==> config.mk <==
export PLATFORM = sky130hd
export DESIGN_NAME = psc_ctrl
export DESIGN_NICKNAME = d
export VERILOG_FILES = /design/src/hw/rtl/psc_pkg.sv /design/src/hw/rtl/psc_ctrl.sv
export SDC_FILE = /design/constraint.sdc
export NUM_CORES = 1
export LEC_CHECK = 0
export ABC_AREA = 1
export BUFFER_PORTS_ARGS = -buffer_cell sky130_fd_sc_hd__buf_2
export CORE_AREA = 5 5 42 44
export CTS_BUF_LIST = sky130_fd_sc_hd__clkbuf_16
export DETAILED_ROUTE_END_ITERATION = 16
export DIE_AREA = 0 0 47 49
export SETUP_SLACK_MARGIN = 0.02
export SLEW_MARGIN = 20
export SYNTH_ARGS = -nofsm -noshare
export SYNTH_HDL_FRONTEND = slang
export SYNTH_SLANG_ARGS = --single-unit
==> constraint.sdc <==
create_clock -name clock -period 0.97 [get_ports clock]
set_input_delay 0.097 -clock clock [delete_from_list [all_inputs] [get_ports clock]]
set_output_delay 0.097 -clock clock [all_outputs]
set_load 0.01 [all_outputs]
==> src/hw/rtl/psc_pkg.sv <==
// ----------------------------------------------------------------------------
// psc_pkg
// Shared types, command and action codes, and signal numbers for the
// process signal controller.
// ----------------------------------------------------------------------------
package psc_pkg;

   // Default sizing handed to the top level
   localparam int unsigned DEF_PROCESSES     = 64;
   localparam int unsigned DEF_SIGNALS       = 32;
   localparam int unsigned DEF_HANDLER_WIDTH = 32;

   // Request command codes
   localparam logic [2:0] CMD_SEND        = 3'd0;
   localparam logic [2:0] CMD_SET_HANDLER = 3'd1;
   localparam logic [2:0] CMD_BLOCK       = 3'd2;
   localparam logic [2:0] CMD_UNBLOCK     = 3'd3;
   localparam logic [2:0] CMD_CHECK       = 3'd4;

   // Check result action codes
   localparam logic [2:0] ACT_NONE           = 3'd0;
   localparam logic [2:0] ACT_DEFAULT_IGNORE = 3'd1;
   localparam logic [2:0] ACT_TERMINATE      = 3'd2;
   localparam logic [2:0] ACT_STOP           = 3'd3;
   localparam logic [2:0] ACT_HANDLER        = 3'd4;

   // Signals with fixed meaning
   localparam int unsigned SIG_KILL  = 9;
   localparam int unsigned SIG_CHILD = 17;
   localparam int unsigned SIG_CONT  = 18;
   localparam int unsigned SIG_STOP  = 19;

   // Special handler words
   localparam int unsigned H_DEFAULT = 0;
   localparam int unsigned H_IGNORE  = 1;

   // Exit code offset for a terminating signal
   localparam logic [7:0] EXIT_BASE = 8'd128;

   typedef struct packed {
      logic [2:0]  command;
      logic [7:0]  process_id;
      logic [5:0]  signal_number;
      logic [31:0] handler_value;
      logic [31:0] signal_mask;
   } req_type;

   typedef struct packed {
      logic        status;
      logic [31:0] previous_value;
      logic [2:0]  action;
      logic [4:0]  delivered_signal;
      logic [7:0]  exit_code;
      logic [31:0] handler_address;
   } rsp_type;

   // Controller to datapath commands
   typedef struct packed {
      logic clear_en;
      logic req_load;
      logic fetch;
      logic exec;
      logic scan_run;
      logic wback;
      logic rsp_load;
   } dp_cmd_type;

   // Datapath to controller status
   typedef struct packed {
      logic clear_done;
      logic check_go;
      logic scan_done;
   } dp_sts_type;

endpackage

==> src/hw/rtl/psc_ctrl.sv <==
// ----------------------------------------------------------------------------
// psc_ctrl
// Controller: sequences the clearing pass, request fetch, execute, signal
// scan and write-back, and owns the request and response handshakes.
// ----------------------------------------------------------------------------
module psc_ctrl import psc_pkg::*; (
   input  logic       clock,
   input  logic       reset,
   input  logic       req_valid,
   output logic       req_ready,
   output logic       rsp_valid,
   input  logic       rsp_ready,
   output dp_cmd_type cmd,
   input  dp_sts_type sts
);

   localparam logic [2:0] ST_CLEAR = 3'd0;
   localparam logic [2:0] ST_IDLE  = 3'd1;
   localparam logic [2:0] ST_FETCH = 3'd2;
   localparam logic [2:0] ST_EXEC  = 3'd3;
   localparam logic [2:0] ST_SCAN  = 3'd4;
   localparam logic [2:0] ST_WBACK = 3'd5;
   localparam logic [2:0] ST_DONE  = 3'd6;

   logic [2:0] state_ff, state_in;
   logic       rsp_valid_ff, rsp_valid_in;

   // Next state and commands
   always_comb begin
      state_in     = state_ff;
      cmd          = '0;
      req_ready    = 1'b0;
      rsp_valid_in = rsp_valid_ff && !rsp_ready;
      unique case (state_ff)
         ST_CLEAR: begin
            cmd.clear_en = 1'b1;
            if (sts.clear_done) begin
               state_in = ST_IDLE;
            end
         end
         ST_IDLE: begin
            req_ready = 1'b1;
            if (req_valid) begin
               cmd.req_load = 1'b1;
               state_in     = ST_FETCH;
            end
         end
         ST_FETCH: begin
            cmd.fetch = 1'b1;
            state_in  = ST_EXEC;
         end
         ST_EXEC: begin
            cmd.exec = 1'b1;
            state_in = sts.check_go ? ST_SCAN : ST_DONE;
         end
         ST_SCAN: begin
            cmd.scan_run = 1'b1;
            if (sts.scan_done) begin
               state_in = ST_WBACK;
            end
         end
         ST_WBACK: begin
            cmd.wback = 1'b1;
            state_in  = ST_DONE;
         end
         ST_DONE: begin
            if (!rsp_valid_ff || rsp_ready) begin
               cmd.rsp_load = 1'b1;
               rsp_valid_in = 1'b1;
               state_in     = ST_IDLE;
            end
         end
         default: begin
            state_in = ST_CLEAR;
         end
      endcase
   end

   always_ff @(posedge clock) begin
      if (reset) begin
         state_ff     <= ST_CLEAR;
         rsp_valid_ff <= 1'b0;
      end else begin
         state_ff     <= state_in;
         rsp_valid_ff <= rsp_valid_in;
      end
   end

   assign rsp_valid = rsp_valid_ff;

   a_cmd_onehot: assert property (@(posedge clock) disable iff (reset)
      $onehot0(cmd))
      else $error("psc_ctrl: more than one datapath command");

   a_accept_fetch: assert property (@(posedge clock) disable iff (reset)
      (req_valid && req_ready) |=> (state_ff == ST_FETCH))
      else $error("psc_ctrl: accepted request not fetched");

   a_scan_wback: assert property (@(posedge clock) disable iff (reset)
      (state_ff == ST_SCAN && sts.scan_done) |=> (state_ff == ST_WBACK))
      else $error("psc_ctrl: scan end without write-back");

   a_rsp_from_done: assert property (@(posedge clock) disable iff (reset)
      $rose(rsp_valid_ff) |-> $past(state_ff == ST_DONE))
      else $error("psc_ctrl: response raised outside done state");

endmodule

==> results of run 1 <==
path summary, 6_finish.rpt:
| path | depth (start not counted) | slack, ns | start | end |
|---|---|---|---|---|
| max | 5 | -0.18 | state_ff[0]$_SDFFE_PP0P_ | cmd[0] |
| min | 2 | 0.04 | reset | rsp_valid$_SDFF_PP0_ |
| max reg2reg | 8 | -0.13 | state_ff[0]$_SDFFE_PP0P_ | state_ff[1]$_SDFFE_PP0P_ |
| min reg2reg | 2 | 0.55 | state_ff[2]$_SDFFE_PP0P_ | state_ff[2]$_SDFFE_PP0P_ |
cells in the final DEF, fill, tap and decap left out, drive strengths merged:
cell,instances
clkbuf,3
a21oi,3
inv,10
nor3,2
o21ai,1
nand2,8
buf,26
nand3,6
dfxtp,4
nand3b,1
nor2,19
flip-flops by register name, indices dropped and copies added (netlist names):
register / cells
state_ff: 3
rsp_valid: 1
logic make-up after synthesis:
group,count (synthesis),share of synthesized area [%]
AO/OA/AOI/OAI,4,6.47
flip-flops,4,25.9
buffers and inverters,12,19.4
AND/OR/NAND/NOR,36,48.2
synthesized netlist by cell type:
master	number
inv_2	1
nand3_1	6
a21oi_1	3
dfxtp_1	4
nor2_1	19
nand3b_1	1
inv_1	9
nor3_1	2
buf_6	2
nand2_1	8
o21ai_1	1
through the flow:
step                      instances  power [W]  TNS [ns]  hold slack (ns)
after floorplan                  56    0.00101   -0.0592            0.166
final                            99    0.00228     -1.40           0.0420
after global routing             99    0.00245     -1.99           0.0534
after CTS                        98    0.00220     -1.44           0.0430
after detailed placement         91    0.00130    -0.829            0.275
after global placement           91    0.00129    -0.639            0.273
where the power goes:
part           total [W]  internal, W  switching [W]
clock           0.000644     0.000527       0.000117
combinational    0.00123     0.000591       0.000642
sequential      0.000400     0.000267       0.000133
routing by layer:
metal | vias up | wire [um] | global-route usage, % | share of wire, %
met5 | - | 0 | 0 | 0
met4 | 0 | 21 | 6.91 | 2.2
met3 | 2 | 66 | 2.21 | 7.0
met2 | 12 | 480 | 13.8 | 51
met1 | 178 | 376 | 10.1 | 40
li1 | 229 | - | - | -
what timing repair did:
action / CTS / global route
endpoints found under the setup margin: 11 / 11
setup buffers: 4 / 1
resized for setup: 18 / 4
pin swaps: 4 / 3
critical path, stage by stage (launching register included):
cell,delay [ns]
dfxtp_4,0.35
inv_4,0.08
nand3_4,0.07
buf_6,0.12
a21oi_2,0.08
buf_2,0.13
final cells by class:
class / count / area share [%]
inverter: 10 / 6.39
clock buffer: 3 / 12.0
sequential: 4 / 14.6
timing repair buffer: 26 / 27.3
multi-input combinational: 40 / 36.5
tap: 16 / 3.19
==> summary.txt, run 1 <==
Outcome
  • Status: finished with violations
  • Failing checks: setup timing

Finish
  • Fillers: 147
  • Antenna cells: 0
  • Fin area: 627 um2
  • Share of cells above drive strength 1: 59.0%
  • Util after Layout: 44.7%
  • Area Overhead vs Synth: 103%
  • Sequential cell area: 91.3 um2
  • Multi-input gate area: 229 um2
  • Layout Nets: 92

GRT
  • GR Util All Layers: 9.01%
  • Pin count of the biggest net entering global routing: 7
  • Vias in the first global route: 396
  • Initial antenna violation count: 0
  • Global route total overflow: 0
  • First-pass GRT wire length: 1500 um

Drt
  • Final wirelength: 945 um
  • Antenna Nets Post-Route: 0
  • Drt wl/cell: 9.55 um
  • Vias per cell: 4.25
  • Vias post-DR: 421
  • DR iter-0 viols: 5
  • # DRC: 0
  • DRT Pass-1 Iters: 4

Clock tree
  • Worst skew pair latency: 0.22 ns
  • Clk buf depth: 2
  • Num CTS Buffers: 3
  • CTS tree: done
  • Root Driver: clkbuf_16
  • H-tree Lvls: 1
  • Clock Sinks: 4
  • Clock slew at reported path FFs: 0.03 ns
  • # hold bufs at CTS: 0

Floorplanning
  • Die width: 47 um
  • FP Rows: 14
  • Core area: 1400 um2
  • Die Height: 49 um
  • Initial cell density of the core: 22.1%
  • Boundary Pins: 16
  • Total die area: 2300 um2

Yosys
  • Netlist cell types: 11
  • FF+latch count, synth: 4
  • Sequential fraction of the synthesis area: 25.9%
  • Area leader, netlist: dfxtp_1
  • Synth area leaders: dfxtp_1 (26%), nor2_1 (23%), inv_1 (11%), nand3_1 (9.7%), nand2_1 (9.7%)
  • Syn Inst Count: 56
  • Mapped Area: 309 um2
  • Mapped Nets: 63
  • Warnings from Yosys: 0
  • Top cell type's share of synthesized area: 25.9%
  • Syn avg cell area: 5.52 um2

Power and ir drop
  • P_leak: 0.334 nW
  • Maximum VDD drop: 1760 uV
  • PwrDens: 3630 nW/um2

Timing
  • Setup ws final: -0.178 ns
  • Final Max Slew Viols: 0
  • Relative slew slack: 90.0%
  • RSZ-0062 raised after global routing: yes
  • Tmin final: 1.15 ns
  • Final Hold Viols: 0
  • Worst Max-Slew Pin Slew: 0.149 ns
  • Setup Skew: 0.000525 ns
  • Fmax achieved: 0.871 GHz
  • Setup violators final: 11
  • Fin crit share: 118%

Place
  • Placed cell area: 448 um2
  • DP HPWL: 698 um
  • Worst slack, placed: -0.175 ns
  • I/O Buffers: 15
  • Routability-driven placement congestion ratio: 0.764

Run
  • Number of max-cap violations: 0

Critical path
  • CP Class: register to output port
  • Worst Path Arrival: 1.05 ns
  • Crit end category: output port
  • Worst endpoint required time: 0.87 ns
  • Crit-path max FO: 4
  • Kind of launch point of the worst setup path: register

Hold path
  • Worst Hold Class: primary input to register
No activity file was read; power rests on OpenSTA's default activity.
==> inputs of run 2 (changes only) <==
CORE_AREA = 2 2 39 41   (was 5 5 42 44)
DIE_AREA = 0 0 41 43   (was 0 0 47 49)
==> summary.txt, run 2 (synthesis results as in run 1) <==
Critical path
  • Worst path top cell family by delay: flip-flops
  • Worst Path Arrival: 1.06 ns (about the same)
  • Worst reg2reg path depth: 7 (-1)
  • End of the worst register-to-register path: state_ff[2]$_SDFFE_PP0P_
  • Crit end category: output port
  • R2R Path Start: state_ff[0]$_SDFFE_PP0P_
  • Kind of launch point of the worst setup path: register
  • Critical Path Source: state_ff[0]$_SDFFE_PP0P_
  • R2r setup slk: -0.13 ns (about the same)
  • Max incr delay on CP: 0.35 ns (about the same)
  • Crit-path max FO: 5 (+1)
  • Worst-path cell chain: inv_6 > nand3_4 > buf_6 > a21oi_2 > buf_2
  • Stages on worst setup path: 5 (unchanged)
  • Worst endpoint required time: 0.87 ns (about the same)
  • Critical path buffers and inverters: 3 (unchanged)
  • Slowest-stage cell, CP: dfxtp_4
  • Crit path capture: cmd[0]
  • CP Class: register to output port

Floorplanning
  • Total die area: 1760 um2 (-23%)
  • Core area: 1380 um2 (-1.2%)
  • Initial cell density of the core: 22.3% (+0.28 points)
  • Boundary Pins: 16 (unchanged)
  • Die width: 41 um (-13%)
  • FP Rows: 14 (unchanged)
  • Die Height: 43 um (-12%)

Timing
  • Setup Skew: 0.00269 ns (+0.00217 ns)
  • Tmin final: 1.16 ns (+0.00985 ns)
  • Fin crit share: 119% (+1.0 points)
  • Relative slew slack: 86.7% (-3.4 points)
  • Final Max Slew Viols: 0 (unchanged)
  • Setup violators final: 11 (unchanged)
  • RSZ-0062 raised after global routing: yes
  • Total negative slack: -1.53 ns (-0.136 ns)
  • Final Hold Viols: 0 (unchanged)
  • Fmax achieved: 0.863 GHz (-0.85%)
  • Setup ws final: -0.188 ns (-0.00985 ns)
  • Worst Max-Slew Pin Slew: 0.199 ns (+0.0500 ns)

Drt
  • DRT Pass-1 Iters: 4 (unchanged)
  • Final wirelength: 953 um (+0.85%)
  • # DRC: 0 (unchanged)
  • DR iter-0 viols: 7 (+2)
  • Vias per cell: 4.27 (+0.41%)
  • Vias post-DR: 427 (+1.4%)
  • Antenna Nets Post-Route: 0 (unchanged)
  • Drt wl/cell: 9.53 um (-0.16%)

Hold path
  • Worst Hold Class: primary input to register
  • Worst Hold Depth: 2 (unchanged)

Finish
  • Max reg flops: 3 (unchanged)
  • Util after Layout: 46.1% (+1.4 points)
  • Share of cells above drive strength 1: 58.3% (-0.70 points)
  • Commonest non-fill, non-tap cells in the layout: buf_2 (14), nor2_1 (13), buf_4 (11)
  • Area Overhead vs Synth: 106%
  • Sequential cell area: 91.3 um2 (unchanged)
  • Antenna cells: 0 (unchanged)
  • Layout Nets: 93 (+1.1%)
  • Commonest non-fill, non-tap cell in the layout: buf_2
  • Fillers: 138 (-6.1%)
  • Multi-input gate area: 234 um2 (+2.2%)
  • Reg with most FFs: state_ff

Outcome
  • Status: finished with violations
  • Failing checks: setup timing

GRT
  • Pin count of the biggest net entering global routing: 7 (unchanged)
  • Vias in the first global route: 378 (-4.5%)
  • Initial antenna violation count: 0 (unchanged)
  • Global route total overflow: 0 (unchanged)
  • First-pass GRT wire length: 1580 um (+5.1%)
  • GR Util All Layers: 14.7% (+5.7 points)

Power and ir drop
  • Clk pwr share: 27.8% (-0.5 points)
  • P_int: 0.00140 W (+1.1%)
  • P_leak: 0.334 nW (about the same)
  • Comb power frac: 54.6% (+0.4 points)
  • Sequential share of power: 17.6% (about the same)
  • PwrDens: 3650 nW/um2 (+0.56%)
  • NetSw: 0.000930 W (+4.3%)
  • Maximum VDD drop: 1830 uV (+4.3%)
  • Sw Ratio: 39.9% (+0.73 points)

Clock tree
  • CTS tree: done
  • H-tree Lvls: 1 (unchanged)
  • Clock slew at reported path FFs: 0.03 ns (about the same)
  • Clock Sinks: 4 (unchanged)
  • Num CTS Buffers: 3 (unchanged)
  • # hold bufs at CTS: 0 (unchanged)
  • Worst skew pair latency: 0.23 ns (about the same)
  • Clk buf depth: 2 (unchanged)
  • Root Driver: clkbuf_16

Place
  • DP HPWL: 631 um (-9.6%)
  • I/O Buffers: 15 (unchanged)
  • Routability-driven placement congestion ratio: 0.773 (+1.3%)
  • Worst slack, placed: -0.151 ns (+0.0246 ns)

Run
  • Number of max-cap violations: 0 (unchanged)
## run 2: repair_timing
action,4_1_cts,5_1_grt
cloned,0,0
setup endpoints to repair,11,11
pin swaps,3,4
gates resized for setup,14,8
buffers inserted,4,1
## run 2: worst reg2reg max path, stage by stage, from the launching register on
cell     delay, ns
dfxtp_4       0.35
inv_6         0.08
nand3_4       0.07
buf_4         0.14
o21ai_1       0.12
nor2_1        0.08
nor2_1        0.10
nor2_1        0.05
## run 2: cell type report
type / count / share of cell area [%]
Timing Repair Buffer: 27 / 27.5
Clock buffer: 3 / 11.8
Sequential cell: 4 / 14.3
Tap cell: 16 / 3.14
Inverter: 10 / 6.67
Multi-Input combinational cell: 40 / 36.7
## run 2: routing by layer
layer  GRT usage (%)  part of all wire [%]
met1            16.7                    39
met2            19.1                    50
met3            6.28                   7.2
met4            14.0                   4.0
met5               0                     0
## run 2: how the worst min path moves through the flow
stage,start,endpoint,slack (ns)
2_1_floorplan,reset,rsp_valid$_SDFF_PP0_,0.17
3_3_place_gp,reset,rsp_valid$_SDFF_PP0_,0.27
3_5_place_dp,reset,rsp_valid$_SDFF_PP0_,0.28
4_1_cts,reset,rsp_valid$_SDFF_PP0_,0.04
5_1_grt,reset,rsp_valid$_SDFF_PP0_,0.06
6_report,reset,rsp_valid$_SDFF_PP0_,0.04
## run 2: power groups by stage
stage | sequential, W | clock [W] | combinational [W]
after floorplan | 0.000286 | 0 | 0.000719
after global placement | 0.000345 | 0 | 0.000963
after detailed placement | 0.000344 | 0 | 0.000972
after CTS | 0.000386 | 0.000665 | 0.00116
after global routing | 0.000426 | 0.000673 | 0.00144
final | 0.000409 | 0.000648 | 0.00127
## run 2: through the flow
step / hold slack, ns / instances / instance area [um2] / total power (W)
floorplan: 0.166 / 56 / 330 / 0.00101
detailed placement: 0.278 / 92 / 455 / 0.00132
global route: 0.0566 / 100 / 638 / 0.00254
CTS: 0.0428 / 99 / 607 / 0.00221
finish: 0.0434 / 100 / 638 / 0.00233
global placement: 0.273 / 92 / 455 / 0.00131
==> inputs of run 3 (changes only) <==
CORE_AREA = 8 8 45 47   (was 2 2 39 41)
DIE_AREA = 0 0 53 55   (was 0 0 41 43)
MAX_ROUTING_LAYER = met4   (was not set)
==> summary.txt, run 3 (synthesis results as in run 1) <==
Outcome
  • Status: finished with violations
  • Failing checks: setup timing

Floorplanning
  • Core area: 1380 um2 (unchanged)
  • Initial cell density of the core: 22.3% (unchanged)
  • Die width: 53 um (+29%)
  • FP Rows: 14 (unchanged)
  • Die Height: 55 um (+28%)
  • Boundary Pins: 16 (unchanged)
  • Total die area: 2920 um2 (+65%)

Timing
  • Fin crit share: 118% (-1.4 points)
  • Setup violators final: 11 (unchanged)
  • Setup ws final: -0.175 ns (+0.0134 ns)
  • Fmax achieved: 0.873 GHz (+1.2%)
  • Relative slew slack: 88.3% (+1.6 points)
  • Worst Hold Margin: 0.0372 ns (-0.00619 ns)
  • Final Hold Viols: 0 (unchanged)
  • Tmin final: 1.14 ns (-0.0134 ns)
  • Final Max Slew Viols: 0 (unchanged)
  • Worst Max-Slew Pin Slew: 0.176 ns (-0.0235 ns)
  • Setup Skew: 0.00218 ns (-0.000515 ns)
  • Total negative slack: -1.44 ns (+0.0896 ns)
  • RSZ-0062 raised after global routing: yes

Place
  • Routability-driven placement congestion ratio: 0.780 (+0.83%)
  • DP HPWL: 740 um (+17%)
  • I/O Buffers: 15 (unchanged)
  • Placed cell area: 448 um2 (-1.6%)

Critical path
  • Worst-path cell chain: inv_6 > nand3_4 > buf_6 > a21oi_2 > buf_2
  • Max incr delay on CP: 0.35 ns (about the same)
  • Slowest-stage cell, CP: dfxtp_4
  • Crit end category: output port
  • Worst Path Arrival: 1.05 ns (about the same)
  • Worst endpoint required time: 0.87 ns (about the same)
  • CP Class: register to output port
  • Crit-path max FO: 4 (-1)
  • Kind of launch point of the worst setup path: register

Finish
  • Max reg flops: 3 (unchanged)
  • Area Overhead vs Synth: 109%
  • Commonest non-fill, non-tap cell in the layout: buf_2
  • Commonest non-fill, non-tap cells in the layout: buf_2 (14), nor2_1 (11), buf_4 (9)
  • Share of cells above drive strength 1: 63.9% (+5.5 points)
  • Layout Nets: 92 (-1.1%)
  • Fin area: 647 um2 (+1.4%)
  • Reg with most FFs: state_ff
  • Antenna cells: 0 (unchanged)

Drt
  • DR iter-0 viols: 2 (-5)
  • Final wirelength: 1060 um (+11%)
  • # DRC: 0 (unchanged)
  • Vias per cell: 4.25 (-0.41%)
  • DRT Pass-1 Iters: 4 (unchanged)
  • Vias post-DR: 421 (-1.4%)
  • Antenna Nets Post-Route: 0 (unchanged)
  • Drt wl/cell: 10.7 um (+12%)

Run
  • Number of max-cap violations: 0 (unchanged)

GRT
  • Pin count of the biggest net entering global routing: 7 (unchanged)
  • Global route total overflow: 0 (unchanged)
  • Initial antenna violation count: 0 (unchanged)
  • First-pass GRT wire length: 1750 um (+10%)
  • Vias in the first global route: 427 (+13%)
  • GR Util All Layers: 8.94% (-5.7 points)

Power and ir drop
  • P_leak: 0.333 nW (about the same)
  • Total power: 0.00237 W (+1.9%)
  • Maximum VDD drop: 1310 uV (-28%)
  • PwrDens: 3670 nW/um2 (+0.51%)

Clock tree
  • Clock slew at reported path FFs: 0.03 ns (about the same)
  • Num CTS Buffers: 3 (unchanged)
  • Clock Sinks: 4 (unchanged)
  • Root Driver: clkbuf_16
  • Clk buf depth: 2 (unchanged)
  • H-tree Lvls: 1 (unchanged)
  • CTS tree: done
  • Worst skew pair latency: 0.23 ns (about the same)

Hold path
  • Worst Hold Class: primary input to register
==> run 3: where the power goes <==
group          switching [W]  total (W)  internal [W]
Combinational       0.000705    0.00131      0.000603
Clock               0.000129   0.000657      0.000528
Sequential          0.000142   0.000409      0.000267
Total               0.000976    0.00237       0.00140
==> run 3: layout make-up <==
type,instances,area [um2]
sequential,4,91.3
clock buffer,3,75.1
tap,16,20.0
timing repair buffer,26,171
inverter,10,42.5
fill,136,737
multi-input combinational,40,246
==> run 3: final timing paths <==
kind,from,endpoint,slack (ns),cells past startpoint
min reg2reg,rsp_valid$_SDFF_PP0_,rsp_valid$_SDFF_PP0_,0.54,2
max,state_ff[0]$_SDFFE_PP0P_,cmd[0],-0.17,5
max reg2reg,state_ff[0]$_SDFFE_PP0P_,state_ff[1]$_SDFFE_PP0P_,-0.15,8
min,reset,rsp_valid$_SDFF_PP0_,0.04,2
==> run 3: timing repair <==
action,in CTS,in global routing
hold buffers,0,0
resized for setup,14,14
endpoints found under the setup margin,11,11
hold endpoints to repair,0,0
pin swaps,3,4
setup buffers,4,1
==> run 3: per-stage QoR <==
| step | utilization, % | instances | setup WS, ns |
|---|---|---|---|
| floorplan | - | 56 | -0.0214 |
| global placement | 32.4 | 91 | -0.115 |
| finish | 46.7 | 99 | -0.175 |
| detailed placement | 32.4 | 91 | -0.148 |
| CTS | 43.3 | 98 | -0.182 |
| global route | 46.7 | 99 | -0.255 |
==> run 3: per-layer routing <==
| metal | wire length [um] | share of wire, % | GRT usage [%] |
|---|---|---|---|
| met5 | 0 | 0 | - |
| met4 | 46 | 4.4 | 10.3 |
| met3 | 72 | 6.8 | 2.94 |
| met2 | 528 | 50 | 14.5 |
| met1 | 410 | 39 | 7.58 |
==> run 3: critical path: cells and delay by family (launching register included) <==
| family | cells | cell delay, ns |
|---|---|---|
| buf+inv | 3 | 0.32 |
| simple gates | 1 | 0.06 |
| flops | 1 | 0.35 |
| compound gates | 1 | 0.08 |
